## config.mk

```make
export PLATFORM = sky130hd
export DESIGN_NAME = tse_compare
export DESIGN_NICKNAME = d
export VERILOG_FILES = /design/src/rtl/tse_pkg.sv /design/src/rtl/tse_compare.sv
export SDC_FILE = /design/constraint.sdc
export NUM_CORES = 1
export LEC_CHECK = 0
export ABC_AREA = 1
export BUFFER_PORTS_ARGS = -buffer_cell sky130_fd_sc_hd__buf_2
export CORE_MARGIN = 2
export CORE_UTILIZATION = 43
export DETAILED_ROUTE_END_ITERATION = 6
export GPL_TIMING_DRIVEN = 0
export PLACE_DENSITY = 0.94
export SLEW_MARGIN = 30
export SYNTH_ARGS = -nofsm -noshare
export SYNTH_HDL_FRONTEND = slang
export SYNTH_SLANG_ARGS = --single-unit
```

## constraint.sdc

```tcl
create_clock -name vclk -period 1.5
set_input_delay 0.15 -clock vclk [all_inputs]
set_output_delay 0.15 -clock vclk [all_outputs]
set_load 0.1 [all_outputs]
```

## src/rtl/tse_pkg.sv

```systemverilog
// Shared types and constants of the table search engine.
// Used by the channel interfaces and by the top level, the comparator and the sequencer.
package tse_pkg;

   // Fixed field widths of the channels.
   localparam int OPERATION_W = 2;
   localparam int ADDRESS_W   = 8;
   localparam int KEY_W       = 32;
   localparam int POSITION_W  = 8;
   localparam int LENGTH_W    = 9;
   localparam int CSR_INDEX_W = 4;
   localparam int CSR_DATA_W  = 9;

   // Reset value of the table length register.
   localparam logic [LENGTH_W-1:0] LENGTH_RESET = 9'd256;

   // Operation codes carried by a request item.
   typedef enum logic [OPERATION_W-1:0] {
      OP_WRITE   = 2'd0,
      OP_FORWARD = 2'd1,
      OP_REVERSE = 2'd2,
      OP_BINARY  = 2'd3
   } op_type;

   // Configuration register indexes.
   localparam logic [CSR_INDEX_W-1:0] REG_TABLE_LENGTH   = 4'd0;
   localparam logic [CSR_INDEX_W-1:0] REG_COMPARE_SIGNED = 4'd1;

   // Outcome of the shared key comparator; neither bit set means greater.
   typedef struct packed {
      logic less;
      logic equal;
   } cmp_type;

   // Status the sequencer hands to the result register.
   typedef struct packed {
      logic done;
      logic found;
   } status_type;

endpackage

```

## src/rtl/tse_compare.sv

```systemverilog
// Shared three-way key comparator, unsigned or two's complement signed.
// Depends on tse_pkg for the result struct.
module tse_compare #(
   parameter int KEY_WIDTH = 32
) (
   input  logic [KEY_WIDTH-1:0] entry,
   input  logic [KEY_WIDTH-1:0] key,
   input  logic                 is_signed,
   output tse_pkg::cmp_type     result
);

   localparam logic [KEY_WIDTH-1:0] SIGN_BIT = KEY_WIDTH'(1) << (KEY_WIDTH - 1);

   logic [KEY_WIDTH-1:0] entry_ord;
   logic [KEY_WIDTH-1:0] key_ord;

   // Flipping the sign bit maps signed order onto unsigned order.
   assign entry_ord    = entry ^ (is_signed ? SIGN_BIT : '0);
   assign key_ord      = key ^ (is_signed ? SIGN_BIT : '0);
   assign result.less  = entry_ord < key_ord;
   assign result.equal = entry_ord == key_ord;

endmodule

```

# --- After elaboration in Yosys (flattened, before gate mapping) ---
# Cells that the tools add are included.
# Widths: inputs -> output; s select.
word_totals:
  in_bits: 65
  elab_cells: 5
  reg_bits: 0
op_classes:
  eq_ne: 1
  mux: 1
  n_bitwise: 2
  n_lt_le_gt_ge: 1
op_table:
  columns: ["cell", "count"]
  rows:
  - ["$xor 32x32->32", 2]
  - ["$eq 32x32->1", 1]
  - ["$lt 32x32->1", 1]
  - ["$mux 32", 1]

# --- Longest topological paths before layout ---
depth:
  ltp_word: 3
  depth_mapped: 12

# --- Worst setup path after synthesis ---
# OpenSTA, ideal clock, no wires.
synth_path:
  kind: "input to output"
  startpoint: "in is_signed"
  endpoint: "out result[1] in the netlist's numbering"
  path_stages: 7
  arrival_time_ps: 2403
  path_slack_ps: -1053
  required_ps: 1350
  path_cell_list: "xor2_1 ha_1 a21oi_1 o21ai_0 nor2_1 nand2_1 a21oi_1"
synth_lines:
  columns: ["item", "line", "text"]
  rows:
  - ["from (decl)", "tse_compare.sv:8", "input logic is_signed,"]
  - ["to (decl)", "tse_compare.sv:9", "output tse_pkg::cmp_type result"]

==> run metrics <==
worst setup slack after layout=-148.4 ps; most frequent cells in the layout=buf_2, inv_1, nand2_1, ha_1, a21oi_1; total track usage=0.1603; CP Launch Type=input port; Syn Area/Cell=between 6 and 7 µm²; Max Transition Viols Final=0; wirelength, routed=about 1800 µm; Final ANT Viol Nets=0; port bufs=67; VDD IR max=0.1876 mV; Filler Cell Count=194; Syn Nets=238; unrepaired setup endpoints after global routing=true; top cells by area, synth=ha_1, inv_1, nand2_1, a21oi_1, nor2_1; WP data arrival=around 1500 ps; post-layout util=0.6772; # Post-CTS Setup Buffers=0; first-pass GRT wire length=3353 µm; Final Wtd Congestion=slightly above 0.8; synthesis-to-layout area growth=49.72%; Seq Cell Count=0; # IOs=67; initial antenna violation count=0; Multi-input gate area=approximately 760 µm²; layout cells sized above 1=0.3510; Max Clk Rate=606.7 MHz; worst-margin pin slew=~240 ps; full die area=~2400 µm²; global route overflow=0; Ant. Diodes=0; vias=1034; status=complete, but fails checks; Seq pwr share=0; initial core utilization=0.4523; cell count after synthesis=141; min cycle time layout=1648 ps; max-cap violations=0; switching power=0.1913 mW; LEAKAGE=0.9026 nW; Max transition margin=0.8366; Vias/cell=4.400; fin nets=307; Internal=about 0.18 mW; Cell Pwr Density=280.0 nW/µm²; Hold Path Class=in -> out; Non-Filler Instances=235; final hold viol count=0; Post-Syn Area=between 800 and 900 µm²; TritonRoute pass-1 iters=3; post-synth top area cell=ha_1; CP Capture Type=output port; wire per inst=just under 8 µm; vias in the first global route=between 900 and 1k; core area=1942 µm²; largest fanout on the critical path=2; CLK BUF=0; Sw Ratio=0.5195; violations in the final reports=negative setup slack; Clock power frac=0; Placement Rows=16; # placed instances=235; Final setup viols=2; Starting DRT DRC Count=4; synth unique cells=17; fin crit share=1.099; share of the synthesized area in the top cell type=0.4558; Storage cell area=0 µm²; HPWL Detailed=1727 µm; die width=between 40 and 50 µm; worst setup path category=in -> out; drt drc=0; Die Y=49.20 µm; sequential cell area fraction in the yosys report=0; largest net degree at the start of global routing=4; most common cell after layout, fill and taps aside=buf_2; synth warn=0; Comb power frac=1.000; CP Data Required Time=1350 ps
-- critical path, stage by stage --
cell	delay, ps
buf_6	100
xor2_1	160
ha_1	300
nand2_1	70
inv_1	60
nand3_2	90
nor3_4	140
inv_2	80
nor3_4	160
buf_12	200
-- cells in the mapped netlist --
cell / count
a21o_1: 1
nor3_1: 1
inv_1: 39
xnor2_1: 1
nand4_1: 2
nand2_1: 32
inv_2: 1
o21ai_0: 2
o21a_1: 1
nor2_1: 8
xor2_1: 1
nor3_2: 2
ha_1: 32
o21bai_1: 1
nand3_2: 1
nand3_1: 2
a21oi_1: 14
-- metal layers --
layer / vias up / share of wire / global-route usage
met5: - / 0 / 0
met4: 0 / 0 / 0
met3: 0 / 0.078 / 0.009202
met2: 37 / 0.49 / 0.3108
met1: 419 / 0.43 / 0.2026
li1: 578 / - / -
-- path summary, 6_finish.rpt --
path,from,to,slack [ps],cells after the start
hold / removal,entry[30],result[1],990,8
setup / recovery,is_signed,result[0],-150,10
-- through the flow --
| step | power, mW | TNS [ps] | instance area, µm² | worst slack (ps) | hold WS, ps |
|---|---|---|---|---|---|
| after CTS | 0.3722 | -310.7 | 1315 | -157.8 | 980.3 |
| after global placement | 0.3363 | -681.2 | 1265 | -347.7 | 1086 |
| after global routing | 0.4277 | -473.0 | 1315 | -241.9 | 1048 |
| final | 0.3682 | -274.8 | 1315 | -148.4 | 986.3 |
| after floorplan | 0.2226 | -524.5 | 895.9 | -357.8 | 777.0 |
| after detailed placement | 0.3447 | -722.2 | 1265 | -365.3 | 1086 |
-- power groups by stage --
stage / Sequential [mW] / Combinational, mW / Clock (mW)
2_1_floorplan: 0 / 0.223 / 0
3_3_place_gp: 0 / 0.336 / 0
3_5_place_dp: 0 / 0.345 / 0
4_1_cts: 0 / 0.372 / 0
5_1_grt: 0 / 0.428 / 0
6_report: 0 / 0.368 / 0
-- final cells by class --
cell class,count,area share
Inverter,40,0.1142
Tap cell,27,0.02569
Multi-Input combinational cell,101,0.5775
Timing Repair Buffer,67,0.2826
-- cells by family after synthesis --
logic type      Yosys count  share of synthesized area
buf+inv                  40                     0.1709
compound gates           19                     0.1168
xor+xnor                  2                    0.01995
fa+ha+maj                32                     0.4558
simple gates             48                     0.2365
-- repair_timing --
item                                    4_1_cts  5_1_grt
hold buffers                                  0        0
gates cloned                                  0        0
pin swaps                                     2        2
endpoints found under the setup margin        2        2
gates resized for setup                      12        0
Note: power is estimated with default switching activity, not from simulation.
