[src/rtl/tse_pkg.sv]
// Shared types and constants of the table search engine.
// Used by the channel interfaces and by the top level, the comparator and the sequencer.
package tse_pkg;

   // Fixed field widths of the channels.
   localparam int OPERATION_W = 2;
   localparam int ADDRESS_W   = 8;
   localparam int KEY_W       = 32;
   localparam int POSITION_W  = 8;
   localparam int LENGTH_W    = 9;
   localparam int CSR_INDEX_W = 4;
   localparam int CSR_DATA_W  = 9;

   // Reset value of the table length register.
   localparam logic [LENGTH_W-1:0] LENGTH_RESET = 9'd256;

   // Operation codes carried by a request item.
   typedef enum logic [OPERATION_W-1:0] {
      OP_WRITE   = 2'd0,
      OP_FORWARD = 2'd1,
      OP_REVERSE = 2'd2,
      OP_BINARY  = 2'd3
   } op_type;

   // Configuration register indexes.
   localparam logic [CSR_INDEX_W-1:0] REG_TABLE_LENGTH   = 4'd0;
   localparam logic [CSR_INDEX_W-1:0] REG_COMPARE_SIGNED = 4'd1;

   // Outcome of the shared key comparator; neither bit set means greater.
   typedef struct packed {
      logic less;
      logic equal;
   } cmp_type;

   // Status the sequencer hands to the result register.
   typedef struct packed {
      logic done;
      logic found;
   } status_type;

endpackage

[src/rtl/tse_sequencer.sv]
// Search sequencer: walks the table linearly or bisects it, one RAM read per step.
// Depends on tse_pkg for operation codes, comparator result and status types.
module tse_sequencer #(
   parameter int DEPTH = 256
) (
   input  logic                         clock,
   input  logic                         reset,
   input  logic                         start,
   input  tse_pkg::op_type              start_op,
   input  logic [$clog2(DEPTH+1)-1:0]   length,
   input  tse_pkg::cmp_type             cmp,
   input  logic                         take,
   output logic [$clog2(DEPTH)-1:0]     rd_addr,
   output tse_pkg::status_type          status,
   output logic [$clog2(DEPTH)-1:0]     hit_index
);

   localparam int AW = $clog2(DEPTH);
   localparam int CW = $clog2(DEPTH + 1);

   typedef enum logic [4:0] {
      S_IDLE   = 5'b00001,
      S_SCAN   = 5'b00010,
      S_PROBE  = 5'b00100,
      S_CHECK  = 5'b01000,
      S_REPORT = 5'b10000
   } state_type;

   state_type       state_ff, state_in;
   tse_pkg::op_type mode_ff, mode_in;
   logic [AW-1:0]   cur_ff, cur_in;
   logic [CW-1:0]   left_ff, left_in;
   logic            pend_ff, pend_in;
   logic [AW-1:0]   pidx_ff, pidx_in;
   logic [CW-1:0]   lo_ff, lo_in;
   logic [CW-1:0]   end_ff, end_in;
   logic            found_ff, found_in;
   logic [AW-1:0]   idx_ff, idx_in;

   logic            issue;
   logic [CW-1:0]   span;
   logic [CW-1:0]   mid_wide;
   logic [AW-1:0]   mid;

   // The open interval [lo, end) stands for the closed [lo, end - 1].
   assign span     = end_ff - lo_ff - CW'(1);
   assign mid_wide = lo_ff + (span >> 1);
   assign mid      = AW'(mid_wide);
   assign issue    = left_ff != '0;

   always_comb begin
      state_in = state_ff;
      mode_in  = mode_ff;
      cur_in   = cur_ff;
      left_in  = left_ff;
      pend_in  = 1'b0;
      pidx_in  = pidx_ff;
      lo_in    = lo_ff;
      end_in   = end_ff;
      found_in = found_ff;
      idx_in   = idx_ff;
      rd_addr  = '0;
      unique case (state_ff)
         S_IDLE: begin
            if (start) begin
               mode_in = start_op;
               cur_in  = (start_op == tse_pkg::OP_REVERSE) ? AW'(length - CW'(1)) : '0;
               left_in = length;
               lo_in   = '0;
               end_in  = length;
               state_in = (start_op == tse_pkg::OP_BINARY) ? S_PROBE : S_SCAN;
            end
         end
         S_SCAN: begin
            // Read one entry per cycle; compare the one whose read was issued in the previous cycle.
            rd_addr = cur_ff;
            if (issue) begin
               cur_in  = (mode_ff == tse_pkg::OP_REVERSE) ? cur_ff - AW'(1) : cur_ff + AW'(1);
               left_in = left_ff - CW'(1);
               pend_in = 1'b1;
               pidx_in = cur_ff;
            end
            if (pend_ff && cmp.equal) begin
               found_in = 1'b1;
               idx_in   = pidx_ff;
               state_in = S_REPORT;
            end else if (!issue && !pend_ff) begin
               found_in = 1'b0;
               state_in = S_REPORT;
            end
         end
         S_PROBE: begin
            rd_addr = mid;
            if (lo_ff < end_ff) begin
               pidx_in  = mid;
               state_in = S_CHECK;
            end else begin
               found_in = 1'b0;
               state_in = S_REPORT;
            end
         end
         S_CHECK: begin
            if (cmp.equal) begin
               found_in = 1'b1;
               idx_in   = pidx_ff;
               state_in = S_REPORT;
            end else begin
               if (cmp.less) begin
                  lo_in = CW'(pidx_ff) + CW'(1);
               end else begin
                  end_in = CW'(pidx_ff);
               end
               state_in = S_PROBE;
            end
         end
         S_REPORT: begin
            if (take) begin
               state_in = S_IDLE;
            end
         end
         default: begin
            state_in = S_IDLE;
         end
      endcase
   end

   always_ff @(posedge clock) begin
      if (reset) begin
         state_ff <= S_IDLE;
         pend_ff  <= 1'b0;
      end else begin
         state_ff <= state_in;
         pend_ff  <= pend_in;
      end
      mode_ff  <= mode_in;
      cur_ff   <= cur_in;
      left_ff  <= left_in;
      pidx_ff  <= pidx_in;
      lo_ff    <= lo_in;
      end_ff   <= end_in;
      found_ff <= found_in;
      idx_ff   <= idx_in;
   end

   assign status.done  = state_ff == S_REPORT;
   assign status.found = found_ff;
   assign hit_index    = idx_ff;

endmodule
[config.mk]
export PLATFORM = sky130hd
export DESIGN_NAME = tse_sequencer
export DESIGN_NICKNAME = d
export VERILOG_FILES = /design/src/rtl/tse_pkg.sv /design/src/rtl/tse_sequencer.sv
export SDC_FILE = /design/constraint.sdc
export NUM_CORES = 1
export LEC_CHECK = 0
export BUFFER_PORTS_ARGS = -buffer_cell sky130_fd_sc_hd__buf_4
export CORE_AREA = 2 2 109 111
export DETAILED_ROUTE_END_ITERATION = 8
export DIE_AREA = 0 0 111 113
export PLACE_DENSITY_LB_ADDON = 0.08
export SLEW_MARGIN = 0
export SYNTH_ARGS = -nofsm -noshare
export SYNTH_HDL_FRONTEND = slang
export SYNTH_SLANG_ARGS = --single-unit
[constraint.sdc]
create_clock -name clock -period 11.7 [get_ports clock]
set_input_delay 3.51 -clock clock [delete_from_list [all_inputs] [get_ports clock]]
set_output_delay 3.51 -clock clock [all_outputs]
set_load 0.01 [all_outputs]
; ---- Word level (Yosys, flattened, before mapping)
; Index checks and enable logic that the tools add are counted.
[totals]
out_inout_bits = 18
inputBits = 17
reg_bits = 60
[classes]
reduce_logical = 19
n_eq_ne = 19
n_bitwise = 1
muxes = 36
addsub = 8
order_cmp = 1
[ops]
columns = operator, count
row1 = $mux 8, 8
row2 = $pmux 8 s2, 4
row3 = $mux 9, 7
row4 = $pmux 9 s2, 3
row5 = $mux 5, 6
row6 = $pmux 5 s5, 1
row7 = $ne 2x2->1 const B, 10
row8 = $sub 9x1->9 const B, 2
row9 = $sub 8x1->8 const B, 2
row10 = $reduce_and 3->1, 4
row11 = $reduce_and 4->1, 3
row12 = $add 8x1->9 const B, 1
row13 = $lt 9x9->1, 1
row14 = $reduce_bool 9->1, 1
row15 = $sub 9x9->9, 1
row16 = $add 8x1->8 const B, 1
row17 = $add 8x8->8, 1
row18 = $reduce_bool 2->1, 4
row19 = $eq 2x2->1 const B, 3
row20 = $eq 5x1->1 const B, 1
row21 = $eq 5x2->1 const B, 1
row22 = $eq 5x3->1 const B, 1
row23 = $eq 5x4->1 const B, 1
row24 = $eq 5x5->1 const B, 1
row25 = other kinds (10), 16

; ---- Depth between registers and ports, before layout
; Gate-level depths: netlist of run 1.
[logic_depth]
depth_word = 6
ltp_mapped = 15
depth_no_buf = 15

; ---- Worst setup path after synthesis of run 1
; OpenSTA, ideal clock, no wires.
[synth_path]
kind = register to output
start = reg lo_ff[1]
end = out rd_addr[7]
arrival_ps = 2772
path_slack_ps = 5418
path_stages_with_launch = 16
path_cell_list = edfxtp_1 inv_1 ha_1 inv_1 o21bai_1 a21oi_1 o21bai_1 a21oi_1 xnor2_1 ha_1 a21oi_1 o211ai_1 o31ai_1 xnor3_1 nor2_1 a21o_1
[synth_via]
elab_chain_len = 4
[synth_lines]
columns = element, line_no
row1 = "start, declared", tse_sequencer.sv:35  ; logic [CW-1:0] lo_ff, lo_in;
row2 = "start signal, assigned", tse_sequencer.sv:139  ; lo_ff <= lo_in;
row3 = $sub 9x9->9, tse_sequencer.sv:46  ; assign span = end_ff - lo_ff - CW'(1);
row4 = $sub 9x1->9, tse_sequencer.sv:46
row5 = $add 8x8->8 (*), tse_sequencer.sv:47  ; assign mid_wide = lo_ff + (span >> 1);
row6 = $pmux 8 s2 (*), tse_sequencer.sv:63  ; unique case (state_ff)
row7 = "end, declared", tse_sequencer.sv:13  ; output logic [$clog2(DEPTH)-1:0] rd_addr,
; Every way passes the cells marked *; elsewhere a longest branch is shown, timed or not.

; ---- Final worst setup path of run 1
; Same ends and word-level chain as after synthesis.

==> flow_summary_export.csv, run 1 <==
group,metric,value,unit
synth,async_flop_share,0,%
floorplanning,fp.dieW,111,um
floorplanning,num_rows,39,
power,swShare,30.3,%
synth,synth_edf_count,54,
sta,slew_violations,0,
synth,synth-main-ff-cell,"edfxtp_1",
floorplanning,initial_core_util,34.5,%
power,p_leak,1.96,nW
clocking,clk_latency,330,ps
synth,netlist_area,0.00388,mm2
routing,vias,2803,
floorplanning,core_area,0.0113,mm2
grt,antenna_found_initial,0,
grt,overflow,0,
synth,synth-seq-cells,60,
setup_path,arrival,3540,ps
place,gp_congestion,0.801,
clocking,cts_resized,0,
synth,syn_inst,390,
sta,hold_viol,0,
setup_path,crit_slowest_cell,"edfxtp_1",
clocking,numCtsBuffers,9,
routing,detail-route-antenna-nets,0,
outcome,status,"finished, final reports clean",
clocking,clk_path_buf_depth,2,
power,seqPwrFrac,36.2,%
worst_hold_path,hold_path.class,"reg2reg",
clocking,cts_tree,"built",
power,power.density,170,mW/mm2
synth,synth_cell_type_count,47,
cells_and_area,area.growth.synth_to_final,19.5,%
sta,fmax,142,MHz
clocking,clock-sinks,60,
setup_path,crit_top_cell,"a21oi_1",
grt,grt_pass1_vias,2807,
synth,avgSynthCellArea,9.96,um2
sta,rsz0062_at_grt,"no",
place,dp_hpwl,6870,um
power,pwr-share-clk,35.8,%
setup_path,critPathMaxFanout,5,
setup_path,crit_buf_inv,3,
clocking,ctsRootBufferMaster,"clkbuf_16",
routing,first_pass_iters,4,
synth,ys_seq_area_share,44.8,%
routing,vias_per_cell,4.85,
power,p_comb_share,28.0,%
clocking,htree_levels,3,
grt,track_usage,14.8,%
setup_path,cp.required,8190,ps
clocking,postCtsSetupRepairBufs,0,
routing,drc,0,
setup_path,cpLargestDelayFamily,"compound AO/OA/AOI/OAI gates",
floorplanning,die_area,0.0125,mm2
setup_path,start_kind,"register",
place,port_buffers,34,
setup_path,end_kind,"output port",
cells_and_area,drive_above_1_share,15.9,%
synth,syn-num-nets,442,
sta,final-setup-viol-count,0,
power,peakVddDrop,0.102,mV
clocking,hold_buffers,0,
grt,grt_start_max_net_pins,34,
setup_path,cpPeakStageDelay,470,ps
routing,drt_iter0_drc,182,
floorplanning,dieHeight,113,um
cells_and_area,final_area,0.00464,mm2
cells_and_area,fin_util,41.2,%
sta,fin_skew,9.42,ps
job,cap_violations,0,
place,dpl_cell_area,0.00432,mm2
routing,wl_per_cell,15.2,um
sta,fin_crit,7050,ps
routing,routed_wl,8800,um
sta,worstMarginPinSlew,646,ps
cells_and_area,num-nets-final,482,
sta,fin_crit_sh,60.3,%
grt,grt_first_pass_wirelength,14600,um
setup_path,crit_chain,"inv_1 > ha_1 > inv_1 > o21bai_1 > a21oi_1 > o21bai_1 > a21oi_1 > xnor2_1 > ha_1 > a21oi_1 > o211ai_1 > o31ai_1 > xnor3_1 > nor2_1 > a21o_1 > buf_4",
synth,ys_warn_count,0,
clocking,clk_pin_slew,50,ps
power,p_sw,0.239,mW
sta,slew_headroom,56.6,%
cells_and_area,n_antenna_cell,0,
power,p_int,0.550,mW
sta,tns,0,ps
setup_path,worstSetupPathType,"reg2out",
floorplanning,io_pins,35,
[Yosys cell counts, drive strengths merged (3+ instances only)]
cell	count	share of area, %
nor2b	3	0.48
xnor2	21	4.7
a21boi	3	0.58
edfxtp	54	42
o21bai	4	0.77
o22ai	4	0.64
o31ai	3	0.58
nand2b	5	0.81
mux2	7	2.0
nor3	8	1.2
o21a	5	0.97
nor2	32	3.1
nand3	17	2.2
xor2	11	2.5
o21ai	24	3.1
inv	34	3.3
fa	3	1.5
dfxtp	6	3.1
a21oi	18	2.3
clkbuf	10	0.97
and3	4	0.64
nand2	44	4.3
nand3b	5	1.1
a21o	7	1.4
o211ai	3	0.71
ha	32	10
[power groups by stage]
stage                     Sequential, mW  Clock, mW  Combinational, mW
final                              0.286      0.282              0.221
after global routing               0.290      0.298              0.254
after CTS                          0.286      0.288              0.224
after detailed placement           0.291          0              0.221
after global placement             0.290          0              0.220
after floorplan                    0.285          0              0.163
[cells in the final DEF (no fill, tap or decap), types with 2 or more instances in the layout]
master	synthesis	final
bufinv_16	0	2
xnor2_1	21	21
o211ai_1	2	2
o21bai_1	4	4
o22ai_1	4	4
nor2_1	32	32
nand3b_1	4	4
a21boi_0	3	3
clkinvlp_4	0	2
nor4_1	2	2
or3_1	2	2
nand2b_1	5	5
o21a_1	5	5
ha_1	32	32
and3_1	4	4
a21o_1	7	7
clkbuf_16	0	9
a31oi_1	2	2
mux2_2	7	7
o31ai_1	3	3
a21oi_1	18	18
fa_1	3	3
o32ai_1	2	2
nand3_1	17	17
nor3_1	7	7
nand2_1	44	44
inv_1	34	34
buf_4	1	40
dfxtp_1	6	6
o21ai_0	24	24
edfxtp_1	54	54
nor2b_1	3	3
xor2_1	11	11
[per-layer routing]
metal	vias up	GRT usage [%]	share of wire [%]
met4	0	4.17	0.84
met1	1296	19.5	46
met5	-	0	0
met2	38	24.8	50
met3	8	3.00	3.1
li1	1461	-	-
[metrics by stage]
step | cells | power, mW | hold WS [ps] | setup slack [ps]
after global routing | 578 | 0.841 | 535 | 4340
after global placement | 562 | 0.510 | 501 | 5050
after detailed placement | 562 | 0.512 | 499 | 4990
after CTS | 578 | 0.798 | 511 | 4620
final | 578 | 0.789 | 512 | 4650
after floorplan | 390 | 0.448 | 460 | 5420
[cell families after synthesis]
family / synth area share (%)
AO/OA/AOI/OAI: 13.4
adder cells (fa/ha/maj): 11.9
XOR/XNOR: 7.79
buffers and inverters: 4.44
flip-flops: 44.8
multiplexers: 2.03
AND/OR/NAND/NOR: 15.7
[worst paths after layout]
path	start	slack [ps]	cells past startpoint	end
max	lo_ff[1]$_SDFFCE_PN0P_	4650	16	rd_addr[7]
min	pidx_ff[1]$_DFFE_PP_	510	0	hit_index[1]$_DFFE_PP_
max reg2reg	lo_ff[1]$_SDFFCE_PN0P_	8470	15	pidx_ff[7]$_DFFE_PP_
min reg2reg	pidx_ff[1]$_DFFE_PP_	510	0	hit_index[1]$_DFFE_PP_
[sequential cells by signal, indices dropped and copies added, names as in the netlist]
signal / count
state_ff: 5
end_ff: 9
found_ff: 1
mode_ff: 2
pidx_ff: 8
cur_ff: 8
pend_ff: 1
hit_index: 8
lo_ff: 9
left_ff: 9
[area by class of cell]
| cell class | count | area (um2) |
|---|---|---|
| Timing Repair Buffer | 40 | 300 |
| Multi-Input combinational cell | 285 | 1980 |
| Inverter | 34 | 128 |
| Sequential cell | 60 | 1740 |
| Clock buffer | 10 | 229 |
| Tap cell | 143 | 179 |
| Clock inverter | 6 | 88.8 |
| Fill cell | 1116 | 6630 |
(Power assumes the default switching activity.)
==> run 2, diff against run 1 <==
ABC_AREA = 1   (was unset)
CORE_AREA = 2 2 113 115   (was 2 2 109 111)
DIE_AREA = 0 0 115 117   (was 0 0 111 113)
clock period = 7.1 ns   (was 11.7 ns; I/O delays follow)
==> run 2 against run 1 <==
Compared with the run above:
- wire length is 16% higher
- clock skew is 3.7 ps lower
- first-iteration DRC count fell by 11%
- critical path type unchanged
- critical endpoint unchanged
==> flow_summary_export.csv, run 2 <==
group,metric,value,unit
routing,routed_wl,10200,um
place,port_buffers,34,
setup_path,worstSetupPathType,"reg2out",
routing,vias_per_cell,4.80,
synth,synthTopCellsByCount,"nand2_1 (101), inv_1 (73), edfxtp_1 (54)",
setup_path,crit_slowest_cell,"edfxtp_1",
setup_path,cp.required,4970,ps
cells_and_area,mostFrequentLayoutCells,"nand2_1 (101), inv_1 (73), edfxtp_1 (54)",
synth,async_flop_share,0,%
synth,synth-seq-cells,60,
floorplanning,fp.dieW,115,um
clocking,cts_tree,"built",
synth,yosysMostFrequentCell,"nand2_1",
place,dp_hpwl,7900,um
power,p_leak,2.21,nW
setup_path,cpPeakStageDelay,400,ps
clocking,clock-sinks,60,
routing,wl_per_cell,15.0,um
sta,final-setup-viol-count,0,
grt,overflow,0,
sta,fmax,191,MHz
cells_and_area,n_antenna_cell,0,
place,placedCellCount,665,
synth,ys_warn_count,0,
setup_path,end_kind,"output port",
routing,vias,3267,
clocking,hold_buffers,0,
job,cap_violations,0,
grt,track_usage,16.5,%
synth,avgSynthCellArea,8.50,um2
sta,tns,0,ps
routing,drt_iter0_drc,162,
synth,netlist_area,0.00417,mm2
clocking,clk_latency,340,ps
synth,synth_top_area_share,38.9,%
cells_and_area,fillers,1277,
power,power.density,422,mW/mm2
cells_and_area,multi_input_area,0.00207,mm2
grt,grt_pass1_vias,3228,
grt,antenna_found_initial,0,
setup_path,crit_top_cell,"nand2_1",
synth,ys_seq_area_share,41.8,%
floorplanning,core_area,0.0123,mm2
floorplanning,num_rows,41,
sta,slew_violations,0,
cells_and_area,area.growth.synth_to_final,16.6,%
sta,worstMarginPinSlew,1080,ps
sta,fin_crit,5230,ps
cells_and_area,layout_commonest_cell,"nand2_1",
cells_and_area,num-nets-final,578,
routing,drc,0,
outcome,status,"finished, final reports clean",
cells_and_area,fin_cells,681,
place,gp_congestion,0.805,
synth,syn_inst,490,
clocking,htree_levels,3,
floorplanning,io_pins,35,
sta,slew_headroom,27.9,%
clocking,cts_resized,0,
floorplanning,dieHeight,117,um
clocking,clk_pin_slew,60,ps
cells_and_area,reg_top3,"end_ff x9, left_ff x9, lo_ff x9",
synth,synth_cell_type_count,42,
cells_and_area,drive_above_1_share,14.5,%
synth,syn-num-nets,542,
clocking,ctsRootBufferMaster,"clkbuf_16",
synth,synth-main-ff-cell,"edfxtp_1",
routing,detail-route-antenna-nets,0,
power,p_total,2.05,mW
synth,synth_edf_count,54,
synth,synthTopCellsByArea,"edfxtp_1 (39%), ha_1 (9.6%), nand2_1 (9.1%)",
sta,fin_skew,5.73,ps
cells_and_area,regArea,0.00174,mm2
setup_path,critPathMaxFanout,5,
cells_and_area,fin_util,39.5,%
clocking,numCtsBuffers,9,
sta,hold_viol,0,
grt,grt_start_max_net_pins,34,
routing,first_pass_iters,5,
worst_hold_path,hold_path.class,"reg2reg",
sta,fin_crit_sh,73.7,%
sta,rsz0062_at_grt,"no",
power,peakVddDrop,0.184,mV
setup_path,crit_chain,"inv_1 > ha_1 > nand2_1 > o21ai_1 > a21oi_1 > xor2_1 > inv_1 > ha_1 > nand2_1 > nand2_1 > nand2_1 > nand2_1 > a21oi_1 > inv_1 > nand2_1 > nand3_1 > nand2_1 > buf_4",
clocking,postCtsSetupRepairBufs,0,
cells_and_area,final_area,0.00486,mm2
grt,grt_first_pass_wirelength,16700,um
setup_path,arrival,3100,ps
synth,synth_top_area_cell,"edfxtp_1",
setup_path,start_kind,"register",
floorplanning,die_area,0.0135,mm2
place,dpl_cell_area,0.00454,mm2
floorplanning,initial_core_util,33.8,%
clocking,clk_path_buf_depth,2,
run 2: kinds of logic after synthesis:
| group | Yosys count | share of synthesized area (%) |
|---|---|---|
| fa+ha+maj | 35 | 11.1 |
| flops | 60 | 41.8 |
| xor+xnor | 19 | 3.99 |
| buf+inv | 87 | 8.68 |
| simple gates | 200 | 23.2 |
| compound gates | 89 | 11.3 |
run 2: layer usage:
layer,track usage (%),up-vias,wire length (um)
met3,1.85,17,218
met5,0,-,0
li1,-,1714,-
met2,26.5,48,4680
met4,7.87,0,265
met1,22.3,1488,5050
run 2: final timing paths:
path                           from                      to  slack [ps]  cells after the start
max          lo_ff[2]$_SDFFCE_PN0P_              rd_addr[7]        1870                     18
min            pidx_ff[3]$_DFFE_PP_  hit_index[3]$_DFFE_PP_         460                      0
max reg2reg  lo_ff[2]$_SDFFCE_PN0P_    pidx_ff[7]$_DFFE_PP_        4290                     16
min reg2reg    pidx_ff[3]$_DFFE_PP_  hit_index[3]$_DFFE_PP_         460                      0
run 2: worst max-delay path, delay by kind of cell (launching register included):
kind / cells / cell delay [ps]
AO/OA/AOI/OAI: 3 / 560
XOR/XNOR: 1 / 150
adder cells (fa/ha/maj): 2 / 670
buffers and inverters: 4 / 340
flip-flops: 1 / 400
AND/OR/NAND/NOR: 8 / 630
run 2: area by class of cell:
class                           instances  area share [%]
Sequential cell                        60            35.8
Clock inverter                          7            1.88
Timing Repair Buffer                   34            5.25
Clock buffer                            9            4.63
Tap cell                              150            3.86
Inverter                               78            6.02
Multi-Input combinational cell        343            42.5
run 2: per-stage QoR:
| stage | hold slack, ps | setup slack (ps) |
|---|---|---|
| after global placement | 439 | 2290 |
| after CTS | 465 | 1870 |
| final | 462 | 1870 |
| after global routing | 474 | 1540 |
| after floorplan | 426 | 2620 |
| after detailed placement | 449 | 2230 |
run 2: report_power, final:
group | total (mW) | switching [mW] | internal, mW
sequential | 0.589 | 0.0720 | 0.517
combinational | 0.992 | 0.622 | 0.370
clock | 0.467 | 0.162 | 0.305
total | 2.05 | 0.856 | 1.19
==> run 3, diff against run 2 <==
clock period = 5.2 ns   (was 7.1 ns; I/O delays follow)
==> run 3 against run 2 <==
Compared with the run above:
- first-iteration DRC count is 14% higher
- critical endpoint unchanged
- via count is 0.95% higher
- combinational power is 37% higher
- sequential share of layout area stayed put
- worst setup slack worse by 1300 ps
==> flow_summary_export.csv, run 3 (same netlist as run 2, synthesis figures left out) <==
group,metric,value,unit
clocking,ctsRootBufferMaster,"clkbuf_16",
setup_path,critPathMaxFanout,5,
setup_path,r2r_cells,16,
floorplanning,fp.dieW,115,um
cells_and_area,mostFrequentLayoutCells,"nand2_1 (101), inv_1 (73), edfxtp_1 (54)",
cells_and_area,area.growth.synth_to_final,16.6,%
cells_and_area,regArea,0.00174,mm2
cells_and_area,fillers,1272,
place,placedCellCount,665,
sta,fin_crit,4670,ps
floorplanning,initial_core_util,33.8,%
clocking,clk_path_buf_depth,2,
power,p_total,2.80,mW
cells_and_area,multi_input_area,0.00207,mm2
routing,drt_iter0_drc,185,
place,dpl_cell_area,0.00454,mm2
cells_and_area,drive_above_1_share,14.5,%
clocking,numCtsBuffers,9,
cells_and_area,fin_cells,681,
routing,first_pass_iters,5,
cells_and_area,fin_util,39.5,%
setup_path,path_depth,18,
routing,vias_per_cell,4.84,
grt,antenna_found_initial,0,
setup_path,end_kind,"output port",
setup_path,worstSetupPathType,"reg2out",
cells_and_area,layout_commonest_cell,"nand2_1",
floorplanning,die_area,0.0135,mm2
place,place_ws,904,ps
grt,grt_first_pass_wirelength,16600,um
clocking,clk_pin_slew,50,ps
sta,worstMarginPinSlew,1030,ps
floorplanning,core_area,0.0123,mm2
setup_path,crit_slowest_cell,"edfxtp_1",
sta,fmax,214,MHz
grt,track_usage,16.4,%
worst_hold_path,whs_path_depth,0,
grt,grt_start_max_net_pins,34,
power,peakVddDrop,0.253,mV
setup_path,cp.required,3640,ps
place,dp_hpwl,7890,um
sta,tns,0,ps
sta,slew_headroom,31.5,%
cells_and_area,reg_top3,"end_ff x9, left_ff x9, lo_ff x9",
power,power.density,577,mW/mm2
outcome,status,"finished, final reports clean",
routing,routed_wl,10300,um
sta,fin_crit_sh,89.8,%
cells_and_area,final_area,0.00486,mm2
routing,drc,0,
routing,wl_per_cell,15.1,um
routing,vias,3298,
clocking,hold_buffers,0,
floorplanning,num_rows,41,
sta,holdWs,461,ps
setup_path,cpPeakStageDelay,400,ps
setup_path,crit_top_cell,"nand2_1",
setup_path,start_kind,"register",
power,p_leak,2.21,nW
grt,overflow,0,
cells_and_area,num-nets-final,578,
clocking,postCtsSetupRepairBufs,0,
sta,fin_skew,5.79,ps
sta,hold_viol,0,
floorplanning,io_pins,35,
routing,detail-route-antenna-nets,0,
setup_path,arrival,3110,ps
place,gp_congestion,0.805,
sta,rsz0062_at_grt,"no",
clocking,cts_resized,0,
clocking,cts_tree,"built",
worst_hold_path,hold_path.class,"reg2reg",
job,cap_violations,0,
clocking,clock-sinks,60,
place,port_buffers,34,
setup_path,cpLargestDelayFamily,"simple AND/OR/NAND/NOR gates",
clocking,htree_levels,3,
sta,final-setup-viol-count,0,
clocking,clk_latency,330,ps
sta,slew_violations,0,
setup_path,crit_chain,"inv_1 > ha_1 > nand2_1 > o21ai_1 > nand3_1 > nand3_1 > xor2_1 > ha_1 > nand2_1 > inv_1 > nand2_1 > nand2_1 > a21oi_1 > inv_1 > nand2_1 > nand3_1 > nand2_1 > buf_4",
setup_path,reg2reg_slack,2380,ps
setup_path,crit_buf_inv,4,
cells_and_area,n_antenna_cell,0,
sta,finalWorstSetupSlack,533,ps
grt,grt_pass1_vias,3203,
floorplanning,dieHeight,117,um
[run 3: final cells by class]
class | count | share of cell area, %
inverter | 78 | 6.02
multi-input combinational | 343 | 42.5
tap | 150 | 3.86
sequential | 60 | 35.8
clock buffer | 9 | 4.63
clock inverter | 7 | 1.88
timing repair buffer | 34 | 5.25
[run 3: path summary, 6_finish.rpt]
path                          start                endpoint
max          lo_ff[2]$_SDFFCE_PN0P_              rd_addr[7]
min            pidx_ff[3]$_DFFE_PP_  hit_index[3]$_DFFE_PP_
max reg2reg  lo_ff[2]$_SDFFCE_PN0P_    pidx_ff[7]$_DFFE_PP_
min reg2reg    pidx_ff[3]$_DFFE_PP_  hit_index[3]$_DFFE_PP_
[run 3: layer usage]
layer	up-vias	GRT usage (%)	wire (um)
met1	1526	22.4	5090
li1	1708	-	-
met4	0	6.27	152
met3	11	2.47	196
met2	53	26.6	4860
met5	-	0	0
[run 3: power breakdown]
part           switching, mW  leakage (nW)  internal, mW  total [mW]
logic                  0.855          1.49         0.505        1.36
registers             0.0992         0.568         0.706       0.805
clock network          0.221         0.155         0.417       0.638
total                   1.18          2.21          1.63        2.80
